[src/design/i2cm_pkg.sv]
// Shared types and codes for the I2C master byte engine.
package i2cm_pkg;

    localparam logic [2:0] ACT_TICK  = 3'd0;
    localparam logic [2:0] ACT_START = 3'd1;
    localparam logic [2:0] ACT_STOP  = 3'd2;
    localparam logic [2:0] ACT_WRITE = 3'd3;
    localparam logic [2:0] ACT_READ  = 3'd4;

    localparam int unsigned QUEUE_DEPTH = 4;
    localparam int unsigned QUEUE_AW    = $clog2(QUEUE_DEPTH);

    localparam logic [3:0] BITS_PER_BYTE = 4'd8;

    typedef enum logic [2:0] {
        K_TICK,
        K_START,
        K_STOP,
        K_WRITE,
        K_READ
    } t_kind;

    typedef struct packed {
        logic [2:0] action;
        logic [7:0] tx_byte;
        logic       master_nack;
        logic       sda_in;
    } t_in_item;

    typedef struct packed {
        logic       scl_out;
        logic       sda_out;
        logic       busy_res;
        logic       done_res;
        logic [7:0] rx_byte;
        logic       slave_nack;
        logic       cmd_rejected;
    } t_result;

    // Classified item as it travels from the front to the engine.
    typedef struct packed {
        t_kind      kind;
        logic [7:0] tx_byte;
        logic       master_nack;
        logic       sda_in;
    } t_work;

    typedef struct packed {
        logic  valid;
        t_work work;
    } t_work_port;

endpackage

[src/design/i2cm_front.sv]
// Front end: classify the incoming action code into a work kind.
module i2cm_front (
    input  i2cm_pkg::t_in_item i_item,
    output i2cm_pkg::t_work    o_work
);

    i2cm_pkg::t_kind kind;

    always_comb begin
        case (i_item.action)
            i2cm_pkg::ACT_START: kind = i2cm_pkg::K_START;
            i2cm_pkg::ACT_STOP:  kind = i2cm_pkg::K_STOP;
            i2cm_pkg::ACT_WRITE: kind = i2cm_pkg::K_WRITE;
            i2cm_pkg::ACT_READ:  kind = i2cm_pkg::K_READ;
            // plain tick and unused codes advance the engine
            default:             kind = i2cm_pkg::K_TICK;
        endcase
    end

    assign o_work.kind        = kind;
    assign o_work.tx_byte     = i_item.tx_byte;
    assign o_work.master_nack = i_item.master_nack;
    assign o_work.sda_in      = i_item.sda_in;

endmodule

[src/design/i2cm_queue.sv]
// Short queue of classified items between front end and engine.
module i2cm_queue (
    input  logic                   i_clk,
    input  logic                   i_rst_n,
    input  logic                   i_push,
    input  i2cm_pkg::t_work        i_work,
    output logic                   o_full,
    output i2cm_pkg::t_work_port   o_head,
    input  logic                   i_pop
);

    localparam int unsigned AW = i2cm_pkg::QUEUE_AW;

    i2cm_pkg::t_work r_mem [i2cm_pkg::QUEUE_DEPTH];
    logic [AW-1:0] r_wr_ptr, n_wr_ptr;
    logic [AW-1:0] r_rd_ptr, n_rd_ptr;
    logic [AW:0]   r_count,  n_count;
    logic          do_push, do_pop;

    assign o_full  = (r_count == (AW+1)'(i2cm_pkg::QUEUE_DEPTH));
    assign do_push = i_push && !o_full;
    assign do_pop  = i_pop && (r_count != '0);

    assign o_head.valid = (r_count != '0);
    assign o_head.work  = r_mem[r_rd_ptr];

    always_comb begin
        n_wr_ptr = do_push ? r_wr_ptr + 1'b1 : r_wr_ptr;
        n_rd_ptr = do_pop  ? r_rd_ptr + 1'b1 : r_rd_ptr;
        n_count  = r_count;
        if (do_push && !do_pop) begin
            n_count = r_count + 1'b1;
        end else if (!do_push && do_pop) begin
            n_count = r_count - 1'b1;
        end
    end

    always_ff @(posedge i_clk) begin
        if (do_push) begin
            r_mem[r_wr_ptr] <= i_work;
        end
    end

    always_ff @(posedge i_clk) begin
        if (!i_rst_n) begin
            r_wr_ptr <= '0;
            r_rd_ptr <= '0;
            r_count  <= '0;
        end else begin
            r_wr_ptr <= n_wr_ptr;
            r_rd_ptr <= n_rd_ptr;
            r_count  <= n_count;
        end
    end

endmodule

[src/design/i2cm_engine.sv]
// Back end: SCL/SDA phase sequencer with a registered result stage.
module i2cm_engine (
    input  logic                 i_clk,
    input  logic                 i_rst_n,
    input  i2cm_pkg::t_work_port i_head,
    output logic                 o_take,
    output logic                 o_empty,
    output i2cm_pkg::t_result    o_result,
    input  logic                 i_pop
);

    typedef enum logic [4:0] {
        PH_IDLE, PH_ST1, PH_ST2, PH_ST3, PH_SP1, PH_SP2, PH_SP3,
        PH_W_HI, PH_W_LO, PH_WA_HI, PH_WA_SMP, PH_WA_END,
        PH_R_HI, PH_R_SMP, PH_R_LO, PH_RA_HI, PH_RA_LO, PH_RA_END
    } t_phase;

    t_phase            r_phase, n_phase;
    logic [3:0]        r_bit_count, n_bit_count;
    logic [7:0]        r_shift, n_shift;
    logic              r_scl, n_scl;
    logic              r_sda, n_sda;
    logic              r_ack_choice, n_ack_choice;
    logic              r_nack_flag, n_nack_flag;
    logic [7:0]        r_rx_hold, n_rx_hold;
    logic              r_out_valid, n_out_valid;
    i2cm_pkg::t_result r_out, n_out;

    logic       done;
    logic       rejected;
    logic [7:0] shifted;
    logic [3:0] count_inc;

    i2cm_pkg::t_work w;

    assign w        = i_head.work;
    // Take the next item whenever the result stage is free or drains this cycle.
    assign o_take   = i_head.valid && (!r_out_valid || i_pop);
    assign o_empty  = !r_out_valid;
    assign o_result = r_out;

    assign shifted   = {r_shift[6:0], 1'b0};
    assign count_inc = r_bit_count + 4'd1;

    always_comb begin
        n_phase      = r_phase;
        n_bit_count  = r_bit_count;
        n_shift      = r_shift;
        n_scl        = r_scl;
        n_sda        = r_sda;
        n_ack_choice = r_ack_choice;
        n_nack_flag  = r_nack_flag;
        n_rx_hold    = r_rx_hold;
        done         = 1'b0;
        rejected     = 1'b0;

        if (w.kind != i2cm_pkg::K_TICK) begin
            if (r_phase != PH_IDLE) begin
                rejected = 1'b1;
            end else begin
                case (w.kind)
                    i2cm_pkg::K_START: begin
                        n_sda   = 1'b1;
                        n_scl   = 1'b1;
                        n_phase = PH_ST1;
                    end
                    i2cm_pkg::K_STOP: begin
                        n_sda   = 1'b0;
                        n_phase = PH_SP1;
                    end
                    i2cm_pkg::K_WRITE: begin
                        n_shift     = w.tx_byte;
                        n_bit_count = '0;
                        n_sda       = w.tx_byte[7];
                        n_phase     = PH_W_HI;
                    end
                    default: begin
                        n_ack_choice = w.master_nack;
                        n_shift      = '0;
                        n_bit_count  = '0;
                        n_sda        = 1'b1;
                        n_phase      = PH_R_HI;
                    end
                endcase
            end
        end else begin
            case (r_phase)
                PH_ST1:  begin n_sda = 1'b0; n_phase = PH_ST2; end
                PH_ST2:  begin n_scl = 1'b0; n_phase = PH_ST3; end
                PH_SP1:  begin n_scl = 1'b1; n_phase = PH_SP2; end
                PH_SP2:  begin n_sda = 1'b1; n_phase = PH_SP3; end
                PH_W_HI: begin n_scl = 1'b1; n_phase = PH_W_LO; end
                PH_W_LO: begin
                    n_scl       = 1'b0;
                    n_shift     = shifted;
                    n_bit_count = count_inc;
                    if (count_inc < i2cm_pkg::BITS_PER_BYTE) begin
                        n_sda   = shifted[7];
                        n_phase = PH_W_HI;
                    end else begin
                        // release SDA for the slave acknowledge
                        n_sda   = 1'b1;
                        n_phase = PH_WA_HI;
                    end
                end
                PH_WA_HI: begin n_scl = 1'b1; n_phase = PH_WA_SMP; end
                PH_WA_SMP: begin
                    n_nack_flag = w.sda_in;
                    n_scl       = 1'b0;
                    n_phase     = PH_WA_END;
                end
                PH_R_HI: begin n_scl = 1'b1; n_phase = PH_R_SMP; end
                PH_R_SMP: begin
                    n_shift     = {r_shift[6:0], w.sda_in};
                    n_bit_count = count_inc;
                    n_scl       = 1'b0;
                    n_phase     = PH_R_LO;
                end
                PH_R_LO: begin
                    if (r_bit_count < i2cm_pkg::BITS_PER_BYTE) begin
                        n_scl   = 1'b1;
                        n_phase = PH_R_SMP;
                    end else begin
                        n_sda   = r_ack_choice;
                        n_phase = PH_RA_HI;
                    end
                end
                PH_RA_HI: begin n_scl = 1'b1; n_phase = PH_RA_LO; end
                PH_RA_LO: begin
                    n_scl   = 1'b0;
                    n_sda   = 1'b1;
                    n_phase = PH_RA_END;
                end
                PH_RA_END: begin
                    n_rx_hold = r_shift;
                    n_phase   = PH_IDLE;
                    done      = 1'b1;
                end
                PH_ST3, PH_SP3, PH_WA_END: begin
                    n_phase = PH_IDLE;
                    done    = 1'b1;
                end
                default: begin
                    n_phase = PH_IDLE;
                end
            endcase
        end

        n_out.scl_out      = n_scl;
        n_out.sda_out      = n_sda;
        n_out.busy_res     = (n_phase != PH_IDLE);
        n_out.done_res     = done;
        n_out.rx_byte      = n_rx_hold;
        n_out.slave_nack   = n_nack_flag;
        n_out.cmd_rejected = rejected;

        n_out_valid = o_take ? 1'b1 : (i_pop ? 1'b0 : r_out_valid);
    end

    always_ff @(posedge i_clk) begin
        if (!i_rst_n) begin
            r_phase      <= PH_IDLE;
            r_bit_count  <= '0;
            r_shift      <= '0;
            r_scl        <= 1'b1;
            r_sda        <= 1'b1;
            r_ack_choice <= 1'b0;
            r_nack_flag  <= 1'b0;
            r_rx_hold    <= '0;
            r_out_valid  <= 1'b0;
        end else begin
            r_out_valid <= n_out_valid;
            if (o_take) begin
                r_phase      <= n_phase;
                r_bit_count  <= n_bit_count;
                r_shift      <= n_shift;
                r_scl        <= n_scl;
                r_sda        <= n_sda;
                r_ack_choice <= n_ack_choice;
                r_nack_flag  <= n_nack_flag;
                r_rx_hold    <= n_rx_hold;
            end
        end
        if (o_take) begin
            r_out <= n_out;
        end
    end

endmodule

[src/design/i2c_master_byte_engine.sv]
// An accepted item is written into the item queue and then registered into the result stage.
// Throughput: one item per cycle while results are popped; the phase sequencer takes a queued item
// when the result stage is free or drains; a four-entry item queue lets the input side run on while results wait.
// Reset (synchronous, active low): SCL and SDA released, engine idle, held bytes and
// flags cleared, item queue and result stage emptied.
module i2c_master_byte_engine (
    input  logic                i_clk,
    input  logic                i_rst_n,
    input  logic                push,
    output logic                full,
    input  i2cm_pkg::t_in_item  i_item,
    output logic                empty,
    input  logic                pop,
    output i2cm_pkg::t_result   o_result
);

    i2cm_pkg::t_work      work;
    i2cm_pkg::t_work_port head;
    logic                 take;

    i2cm_front u_front (
        .i_item (i_item),
        .o_work (work)
    );

    i2cm_queue u_queue (
        .i_clk   (i_clk),
        .i_rst_n (i_rst_n),
        .i_push  (push),
        .i_work  (work),
        .o_full  (full),
        .o_head  (head),
        .i_pop   (take)
    );

    i2cm_engine u_engine (
        .i_clk    (i_clk),
        .i_rst_n  (i_rst_n),
        .i_head   (head),
        .o_take   (take),
        .o_empty  (empty),
        .o_result (o_result),
        .i_pop    (pop)
    );

endmodule
[config.mk]
export PLATFORM = sky130hd
export DESIGN_NAME = i2c_master_byte_engine
export DESIGN_NICKNAME = d
export VERILOG_FILES = /design/src/design/i2cm_pkg.sv /design/src/design/i2cm_front.sv /design/src/design/i2cm_queue.sv /design/src/design/i2cm_engine.sv /design/src/design/i2c_master_byte_engine.sv
export SDC_FILE = /design/constraint.sdc
export NUM_CORES = 1
export LEC_CHECK = 0
export BUFFER_PORTS_ARGS = -buffer_cell sky130_fd_sc_hd__buf_2
export CAP_MARGIN = 5
export CORE_MARGIN = 1.5
export CORE_UTILIZATION = 30
export DETAILED_ROUTE_END_ITERATION = 6
export SKIP_LAST_GASP = 1
export SYNTH_ARGS = -nofsm -noshare
export SYNTH_HDL_FRONTEND = slang
export SYNTH_SLANG_ARGS = --single-unit
[constraint.sdc]
create_clock -name i_clk -period 2.9 [get_ports i_clk]
set_input_delay 0 -clock i_clk [delete_from_list [all_inputs] [get_ports i_clk]]
set_output_delay 0 -clock i_clk [all_outputs]
set_load 0.005 [all_outputs]
==> run_results.csv, run 1 <==
group,metric,value,unit
timing,period_minus_slack,2.57,ns
detailed_routing,final_antenna_net_count,0,
critical_path,required,3.18,ns
global_route,grt_use_total,0.126,
clocking,clk_pin_slew,0.07,ns
min_path,hold_class,"in2reg",
pwr,leakagePower,2.01,nW
place,dp_slack,0.329,ns
floorplan,dieHeight,129,um
layout,nFillCells,1482,
timing,fin_ws,0.330,ns
layout,final_common_cell,"edfxtp_1",
timing,fin_hold_ws,0.104,ns
clocking,cts_buffers,9,
timing,rsz0062_at_grt,"no",
timing,fin_setup_tns,0,ns
logic_synthesis,syn_avg_cell_area,12.2,um^2
detailed_routing,via_count,3076,
logic_synthesis,syn-instance-count,392,
critical_path,end_kind,"register",
place,io_buffer_count,32,
critical_path,worstPathMaxFanout,11,
pwr,peakVddDrop,0.452,mV
timing,clock_skew,0.0121,ns
floorplan,rows,45,
layout,area_growth,17.7,%
flow_run,drv_cap,0,
global_route,grt_pass1_wl,16.1,mm
outcome,outcome,"complete, no violations",
timing,drv_slew,0,
floorplan,initial_core_util,0.310,
layout,nets,462,
logic_synthesis,yosysTopAreaCell,"edfxtp_1",
timing,hold_violations,0,
logic_synthesis,ys_seq_area_frac,0.580,
detailed_routing,wl,9.65,mm
pwr,power_per_cell_area,927,nW/um^2
clocking,htreeDepth,3,
detailed_routing,via_per_inst,4.70,
layout,n_antenna_cell,0,
timing,fmax,389,MHz
logic_synthesis,synth_area_leaders,"edfxtp_1, dfxtp_1, mux4_2",
critical_path,worst_ep_arrival_time,2.85,ns
timing,period_share,0.886,
clocking,clock_sinks,105,
logic_synthesis,synth-edff-count,66,
clocking,cts_tree,"yes",
global_route,grt_pass1_vias,3200,
floorplan,die_w,129,um
critical_path,crit_type,"reg2reg",
global_route,antenna_found_initial,0,
clocking,ctsLongestPathBuffers,2,
global_route,grt_max_degree,27,
critical_path,start_kind,"register",
detailed_routing,drc,0,
logic_synthesis,yosys.area.top_type_share,0.416,
layout,fin_cells,654,
timing,timing.slew.headroom,0.472,
place,placed_cells,624,
global_route,overflow,0,
clocking,cts-root-buf,"clkbuf_16",
floorplan,dieArea,16600,um^2
detailed_routing,drt_iter0_drc,174,
layout,final_cell_mix,"edfxtp_1, dfxtp_1, buf_2, nor2_1, nor2b_1",
detailed_routing,dr.pass1.iters,6,
floorplan,num_io_pins,33,
clocking,clk-insertion-delay-late,0.35,ns
detailed_routing,wire_per_inst,14.8,um
place,hpwl,6.55,mm
place,place.gp.congestion,0.906,
logic_synthesis,ys_warn_count,0,
logic_synthesis,ys.flop_type,"edfxtp_1",
logic_synthesis,async_reset_ff_frac,0,
logic_synthesis,synthDistinctLibCells,54,
layout,post_route_cells_drive_above_1_share,0.192,
logic_synthesis,syn-num-nets,416,
logic_synthesis,ys_seq_elements,105,
timing,tightest_slew,0.791,ns
logic_synthesis,synth_area,4760,um^2
floorplan,core_region_area,15400,um^2
timing,setup_viol,0,
-- report_power, final --
part,leakage [nW],internal (mW),switching (mW)
registers,0.932,1.91,0.244
clock network,0.146,0.664,0.536
logic,0.935,0.790,1.05
total,2.01,3.37,1.83
-- sequential cells by signal, summed over array words and instances (netlist names), 2 cells and up, named ones only --
name and cells:
u_queue.r_mem 52, u_engine.o_result 14, u_engine.r_rx_hold 8, u_engine.r_shift 8
u_engine.r_phase 5, u_engine.r_bit_count 4, u_queue.r_count 3, u_queue.r_rd_ptr 2
u_queue.r_wr_ptr 2
-- worst paths after layout --
| kind | slack (ns) | end | start | depth (start not counted) |
|---|---|---|---|---|
| setup / recovery | 0.33 | u_engine.r_bit_count[2]$_SDFFE_PN0P_ | register | 6 |
| hold / removal | 0.10 | u_queue.r_mem[3][10]$_DFFE_PP_ | i_item[10] | 2 |
| setup reg to reg | 0.33 | u_engine.r_bit_count[2]$_SDFFE_PN0P_ | register | 6 |
| hold reg to reg | 0.48 | u_engine.r_out_valid$_SDFFE_PN0P_ | u_engine.r_out_valid$_SDFFE_PN0P_ | 2 |
-- metal layers --
layer,part of all wire,global-route usage
met5,0,0
met4,0.025,0.0687
met3,0.036,0.0215
met2,0.46,0.200
met1,0.47,0.165
-- metrics by stage --
| step | utilization | instance area, um^2 | total power [mW] |
|---|---|---|---|
| floorplan | - | 4760 | 3.46 |
| finish | 0.365 | 5610 | 5.20 |
| CTS | 0.365 | 5610 | 5.24 |
| detailed placement | 0.337 | 5170 | 4.02 |
| global route | 0.365 | 5610 | 5.54 |
| global placement | 0.337 | 5170 | 3.99 |
-- area by class of cell --
type	count	area, um^2	area share
clock inverters	3	22.5	0.00402
well taps	211	264	0.0471
flip-flops and latches	105	2760	0.493
multi-input cells	246	1830	0.327
inverters	19	71.3	0.0127
clock buffers	13	272	0.0484
repair buffers	57	383	0.0683
-- worst max-delay path, stage by stage, from the launching register on --
cell     delay (ns)
dfxtp_1        0.44
mux4_2         0.63
or3_4          0.47
o22ai_2        0.22
nand2_2        0.15
or4_1          0.45
a21oi_1        0.15
-- cells by family after synthesis --
logic type / count (synthesis) / synth area share
simple gates: 122 / 0.137
compound gates: 68 / 0.0903
xor+xnor: 7 / 0.0129
flops: 105 / 0.580
fa+ha+maj: 7 / 0.0200
buf+inv: 41 / 0.0354
mux: 42 / 0.125
-- synthesized netlist by cell type (3+ instances only) --
cell type / count
nand3_1: 10
nand2b_1: 3
mux2_2: 9
mux2i_1: 20
o21ai_0: 19
nor3b_1: 3
buf_2: 3
a21o_1: 3
a211oi_1: 4
ha_1: 6
clkbuf_1: 16
a21oi_1: 17
edfxtp_1: 66
xnor2_1: 5
nand4_1: 4
o21a_1: 3
or4_1: 3
o22ai_1: 3
nor3_1: 5
mux4_2: 13
nor2_1: 26
and2_1: 9
nand2_1: 22
dfxtp_1: 39
nor2b_1: 23
inv_1: 18
nor4_1: 3
a21boi_0: 3
-- what timing repair did --
item	CTS	global route
hold buffers	14	0
resized for setup	0	0
hold endpoints to repair	49	0
setup buffers	0	0
Note: power is estimated with default switching activity, not from simulation.
==> inputs of run 2 (changes only) <==
--- a/config.mk
+++ b/config.mk
@@ -14,3 +14,4 @@
 export SYNTH_ARGS = -nofsm -noshare
 export SYNTH_HDL_FRONTEND = slang
+export SYNTH_HIERARCHICAL = 1
 export SYNTH_SLANG_ARGS = --single-unit
==> constraint.sdc (replaced) <==
create_clock -name i_clk -period 2.9 [get_ports i_clk]
set_input_delay 0 -clock i_clk [delete_from_list [all_inputs] [get_ports i_clk]]
set_output_delay 0 -clock i_clk [all_outputs]
set_load 0.05 [all_outputs]
==> run 2 against run 1 <==
Compared with the run above: area after synthesis is 3.3% higher; highest routed layer unchanged; clock-buffer cell count shrank 3; critical path type unchanged; fmax fell by 3.6%; cell area is 1.5% higher; die area rose by 3.2%; first-iteration DRC count up 50%; sequential share of layout area down 0.74 points; register-to-register slack got worse by 0.097 ns.
==> run_results.csv, run 2 <==
group,metric,value,unit
timing,fmax,375,MHz
layout,n_antenna_cell,0,
layout,top_register,"u_queue/r_mem",
min_path,hold_class,"in2reg",
layout,area_growth,15.6,%
critical_path,r2r-end,"u_engine/r_bit_count[3]$_SDFFE_PN0P_",
clocking,clk_pin_slew,0.07,ns
layout,largest_reg_flops,52,
layout,nets,459,
layout,final_common_cell,"edfxtp_1",
logic_synthesis,yosysMostFrequentCell,"edfxtp_1",
detailed_routing,drt_iter0_drc,261,
clocking,clock_sinks,105,
timing,hold_violations,0,
floorplan,num_io_pins,33,
layout,post_route_cells_drive_above_1_share,0.230,
global_route,grt_pass1_vias,3212,
flow_run,drv_cap,0,
logic_synthesis,synth_area,4920,um^2
detailed_routing,wl,10.2,mm
pwr,peakVddDrop,0.376,mV
logic_synthesis,ys_top_cells_by_count,"edfxtp_1, dfxtp_1, nand2_1, clkbuf_1, nor2_1",
floorplan,die_w,131,um
critical_path,worstPathMaxFanout,19,
place,placed_cells,626,
floorplan,rows,46,
outcome,outcome,"complete, no violations",
timing,period_share,0.920,
logic_synthesis,ys_seq_area_frac,0.561,
clocking,ctsLongestPathBuffers,2,
layout,fin_util,0.357,
critical_path,crit_type,"reg2reg",
global_route,overflow,0,
timing,setup_viol,0,
global_route,antenna_found_initial,0,
logic_synthesis,ys_seq_elements,105,
detailed_routing,via_per_inst,5.02,
critical_path,cp-endpoint,"u_engine/r_bit_count[3]$_SDFFE_PN0P_",
detailed_routing,dr.pass1.iters,6,
timing,clock_skew,0.00754,ns
global_route,grt_use_total,0.122,
timing,fin_setup_tns,0,ns
place,place.gp.congestion,0.901,
layout,nFillCells,1567,
clocking,clk-insertion-delay-late,0.35,ns
global_route,grt_max_degree,43,
critical_path,required,3.14,ns
detailed_routing,final_antenna_net_count,0,
clocking,cts_buffers,9,
layout,fin_cells,656,
clocking,cts_tree,"yes",
logic_synthesis,syn-num-nets,421,
logic_synthesis,synthDistinctLibCells,66,
detailed_routing,drc,0,
timing,drv_slew,0,
timing,fin_hold_ws,0.00817,ns
pwr,power_per_cell_area,964,nW/um^2
logic_synthesis,synth_area_leaders,"edfxtp_1, dfxtp_1, mux4_2",
timing,rsz0062_at_grt,"no",
layout,register_area,2760,um^2
critical_path,ff2ff_setup_slack,0.23,ns
timing,tightest_slew,0.761,ns
logic_synthesis,yosys.area.top_type_share,0.403,
floorplan,dieHeight,131,um
detailed_routing,via_count,3296,
layout,multi_input_area,1910,um^2
floorplan,dieArea,17200,um^2
timing,period_minus_slack,2.67,ns
clocking,cts-root-buf,"clkbuf_16",
min_path,min_from,"pop",
critical_path,worst_ep_arrival_time,2.91,ns
floorplan,initial_core_util,0.309,
critical_path,start_kind,"register",
detailed_routing,wire_per_inst,15.5,um
clocking,htreeDepth,3,
pwr,leakagePower,1.95,nW
place,hpwl,6.95,mm
critical_path,ff2ff_path_depth,7,
layout,final_cell_mix,"edfxtp_1, dfxtp_1, buf_2, nand2_1, buf_4",
global_route,grt_pass1_wl,16.5,mm
logic_synthesis,yosysTopAreaCell,"edfxtp_1",
clocking,ctsResizeCount,0,
timing,timing.slew.headroom,0.492,
critical_path,end_kind,"register",
logic_synthesis,syn_avg_cell_area,12.4,um^2
logic_synthesis,syn-instance-count,397,
logic_synthesis,ys_warn_count,6,
floorplan,core_region_area,15900,um^2
logic_synthesis,async_reset_ff_frac,0,
logic_synthesis,synth-edff-count,66,
place,io_buffer_count,32,
logic_synthesis,ys.flop_type,"edfxtp_1",
[run 2: cell count changes in the layout (fill, tap and decap cells not counted), moves of 4 or more]
cell      change
a21boi_1     +11
buf_4         +8
o21ai_0       -6
a21oi_1       -5
a211oi_1      -4
mux2i_1       -8
nor2b_1       -9
or3_1         +7
nor2_1       -10
a22oi_1       +8
inv_1        -10
nand2_1       +7
[run 2: worst min-delay path by stage]
stage          cells past startpoint  slack, ns                                    to
6_report                           3      0.008     u_engine/r_out_valid$_SDFFE_PN0P_
3_5_place_dp                       1       0.22         u_queue/r_mem[3][2]$_DFFE_PP_
3_3_place_gp                       1       0.21         u_queue/r_mem[2][7]$_DFFE_PP_
2_1_floorplan                      2       0.15  u_engine/r_bit_count[0]$_SDFFE_PN0P_
4_1_cts                            3      0.008     u_engine/r_out_valid$_SDFFE_PN0P_
5_1_grt                            3       0.03     u_engine/r_out_valid$_SDFFE_PN0P_
[run 2: metal layers]
layer / vias to the layer above / part of all wire / global-route usage
met5: - / 0 / 0
met4: 0 / 0.018 / 0.0468
met3: 17 / 0.053 / 0.0305
met2: 108 / 0.48 / 0.200
met1: 1628 / 0.45 / 0.156
li1: 1543 / - / -
[run 2: cell families after synthesis]
group	Yosys count	synth area share
buffers and inverters	46	0.0513
AND/OR/NAND/NOR	122	0.145
flip-flops	105	0.561
XOR/XNOR	8	0.0142
multiplexers	34	0.104
AO/OA/AOI/OAI	75	0.104
adder cells (fa/ha/maj)	7	0.0193
[run 2: critical path: stages, from the launching register on]
cell and delay, ns:
dfxtp_1 0.47, mux4_2 0.55, buf_4 0.22, a21oi_1 0.33, nor3_4 0.07, o21ai_2 0.53
or2_0 0.26, o22ai_1 0.11
[run 2: cell type report]
type	count	area share
sequential	105	0.485
multi-input combinational	246	0.335
timing repair buffer	63	0.0743
tap	216	0.0475
clock buffer	10	0.0402
clock inverter	6	0.0110
inverter	10	0.00659
[run 2: stage by stage]
stage / power (mW) / area (um^2) / setup slack, ns
after floorplan: 3.75 / 4920 / 0.00585
after global placement: 4.25 / 5270 / 0.295
after detailed placement: 4.30 / 5270 / 0.208
after CTS: 5.52 / 5680 / 0.188
after global routing: 5.79 / 5690 / 0.0493
final: 5.49 / 5690 / 0.233
[run 2: power by group]
part | leakage (nW) | internal (mW) | switching (mW)
Clock | 0.135 | 0.604 | 0.581
Combinational | 0.886 | 0.777 | 1.44
Sequential | 0.931 | 1.90 | 0.194
Total | 1.95 | 3.28 | 2.21
[run 2: repair_timing]
item                                   4_1_cts  5_1_grt
endpoints found under the hold margin       44        0
setup buffers                                0        2
setup endpoints to repair                    0        1
hold buffers                                12        0
==> inputs of run 3 (changes only) <==
- CELL_PAD_IN_SITES_DETAIL_PLACEMENT: unset -> 1
- CELL_PAD_IN_SITES_GLOBAL_PLACEMENT: unset -> 1
- GPL_ROUTABILITY_DRIVEN: unset -> 0
- PLACE_DENSITY_LB_ADDON: unset -> 0.1
==> run 3 against run 2 <==
Compared with the run above: first-iteration DRC count decreased by 42%; flip-flop and latch count unchanged; non-clock buffer count increased by 5; total power increased by 2.7%; die area unchanged; worst hold slack improved by 0.014 ns; largest cell class unchanged; sequential power about the same; combinational power increased by 4%; largest power group unchanged; sequential share of layout area decreased by 0.42 points; fmax decreased by 0.24%; highest routed layer unchanged; critical path type unchanged.
==> run_results.csv, run 3 (synthesis gave the netlist of run 2 again) <==
group,metric,value,unit
outcome,outcome,"complete, no violations",
clocking,cts_tree,"yes",
pwr,peakVddDrop,0.289,mV
global_route,antenna_found_initial,0,
timing,setup_viol,0,
global_route,grt_pass1_vias,3416,
layout,final_cell_mix,"edfxtp_1, dfxtp_1, buf_2, nand2_1, buf_4",
critical_path,crit_buf_inv,0,
detailed_routing,via_per_inst,4.91,
clocking,ctsLongestPathBuffers,2,
detailed_routing,drc,0,
timing,tightest_slew,0.732,ns
timing,clock_skew,0.00786,ns
layout,post_route_cells_drive_above_1_share,0.236,
layout,n_antenna_cell,0,
clocking,clk-insertion-delay-late,0.35,ns
floorplan,dieArea,17200,um^2
flow_run,drv_cap,0,
critical_path,required,3.00,ns
timing,rsz0062_at_grt,"no",
detailed_routing,dr.pass1.iters,4,
min_path,hold_end,"u_engine/r_out_valid$_SDFFE_PN0P_",
place,io_buffer_count,32,
timing,fin_hold_ws,0.0218,ns
clocking,postCtsSetupRepairBufs,0,
place,hpwl,8.10,mm
clocking,clock_sinks,105,
min_path,min_from,"pop",
critical_path,r2r-end,"u_engine/o_result[8]$_DFFE_PP_",
clocking,clk_pin_slew,0.07,ns
clocking,cts-root-buf,"clkbuf_16",
critical_path,crit_path_max_incr_delay,0.57,ns
timing,drv_slew,0,
layout,top_register,"u_queue/r_mem",
clocking,htreeDepth,3,
layout,largest_reg_flops,52,
critical_path,worstSetupPathDepth,4,
layout,nFillCells,1717,
floorplan,rows,46,
critical_path,worstPathMaxFanout,8,
pwr,total_power,5.63,mW
layout,area_growth,16.6,%
timing,fmax,374,MHz
pwr,power_per_cell_area,981,nW/um^2
detailed_routing,wl,11.9,mm
detailed_routing,final_antenna_net_count,0,
floorplan,num_io_pins,33,
min_path,min_path_cells,3,
global_route,overflow,0,
critical_path,ff2ff_setup_slack,0.23,ns
detailed_routing,drt_iter0_drc,151,
global_route,grt_pass1_wl,19.4,mm
critical_path,end_kind,"register",
global_route,grt_max_degree,43,
clocking,cts_buffers,9,
min_path,hold_class,"in2reg",
timing,period_share,0.922,
pwr,leakagePower,1.98,nW
detailed_routing,via_count,3243,
critical_path,cp_cell_sequence,"mux4_2, or3_4, or3_1, mux2_1",
critical_path,start_kind,"register",
floorplan,initial_core_util,0.309,
critical_path,worst_path_max_delay_cell,"or3_1",
detailed_routing,wire_per_inst,18.0,um
layout,nets,464,
timing,hold_violations,0,
critical_path,ff2ff_path_depth,4,
critical_path,worst_ep_arrival_time,2.77,ns
floorplan,die_w,131,um
layout,final_common_cell,"edfxtp_1",
critical_path,crit_type,"reg2reg",
timing,period_minus_slack,2.67,ns
critical_path,crit_family,"simple AND/OR/NAND/NOR gates",
floorplan,core_region_area,15900,um^2
timing,timing.slew.headroom,0.512,
floorplan,dieHeight,131,um
timing,fin_setup_tns,0,ns
global_route,grt_use_total,0.146,
-- run 3: power breakdown --
| group | switching [mW] | internal, mW | leakage (nW) |
|---|---|---|---|
| sequential | 0.197 | 1.90 | 0.931 |
| clock | 0.561 | 0.675 | 0.141 |
| combinational | 1.49 | 0.816 | 0.909 |
| total | 2.25 | 3.39 | 1.98 |
-- run 3: worst max path at each step --
stage                                            end                             from  slack, ns
finish                u_engine/o_result[8]$_DFFE_PP_                         register       0.23
detailed placement  u_engine/r_shift[4]$_SDFFE_PN0P_                         register       0.18
global placement      u_engine/o_result[8]$_DFFE_PP_                         register       0.25
CTS                 u_engine/r_shift[4]$_SDFFE_PN0P_                         register       0.16
floorplan            u_queue/r_count[2]$_SDFFE_PN0P_  u_queue/r_count[1]$_SDFFE_PN0P_      0.006
global route        u_engine/r_shift[6]$_SDFFE_PN0P_                         register       0.10
-- run 3: tightest hold or removal path: stages --
cell	delay, ns
buf_2	0.07
nand2b_1	0.15
a21boi_0	0.10
-- run 3: layout make-up --
type | count | area [um^2] | share of cell area
multi-input combinational | 246 | 1920 | 0.334
timing repair buffer | 68 | 460 | 0.0802
inverter | 10 | 37.5 | 0.00654
tap | 216 | 270 | 0.0471
clock inverter | 6 | 67.6 | 0.0118
sequential | 105 | 2760 | 0.481
clock buffer | 10 | 229 | 0.0399
-- run 3: what timing repair did --
item,in CTS,in global routing
hold buffers,12,0
resized for setup,0,1
hold endpoints to repair,44,0
endpoints found under the setup margin,0,1
-- run 3: per-layer routing --
metal	vias to the layer above	share of wire	track usage
met5	-	0	0
met1	1596	0.48	0.194
met4	0	0.022	0.0624
li1	1563	-	-
met3	19	0.033	0.0278
met2	65	0.47	0.233
-- run 3: stage by stage --
step / utilization / worst slack (ns) / cell area (um^2) / std cells
finish: 0.360 / 0.226 / 5740 / 661
global route: 0.360 / 0.102 / 5740 / 661
CTS: 0.360 / 0.165 / 5740 / 661
detailed placement: 0.334 / 0.176 / 5320 / 633
global placement: 0.334 / 0.255 / 5320 / 633
floorplan: - / 0.00585 / 4920 / 397
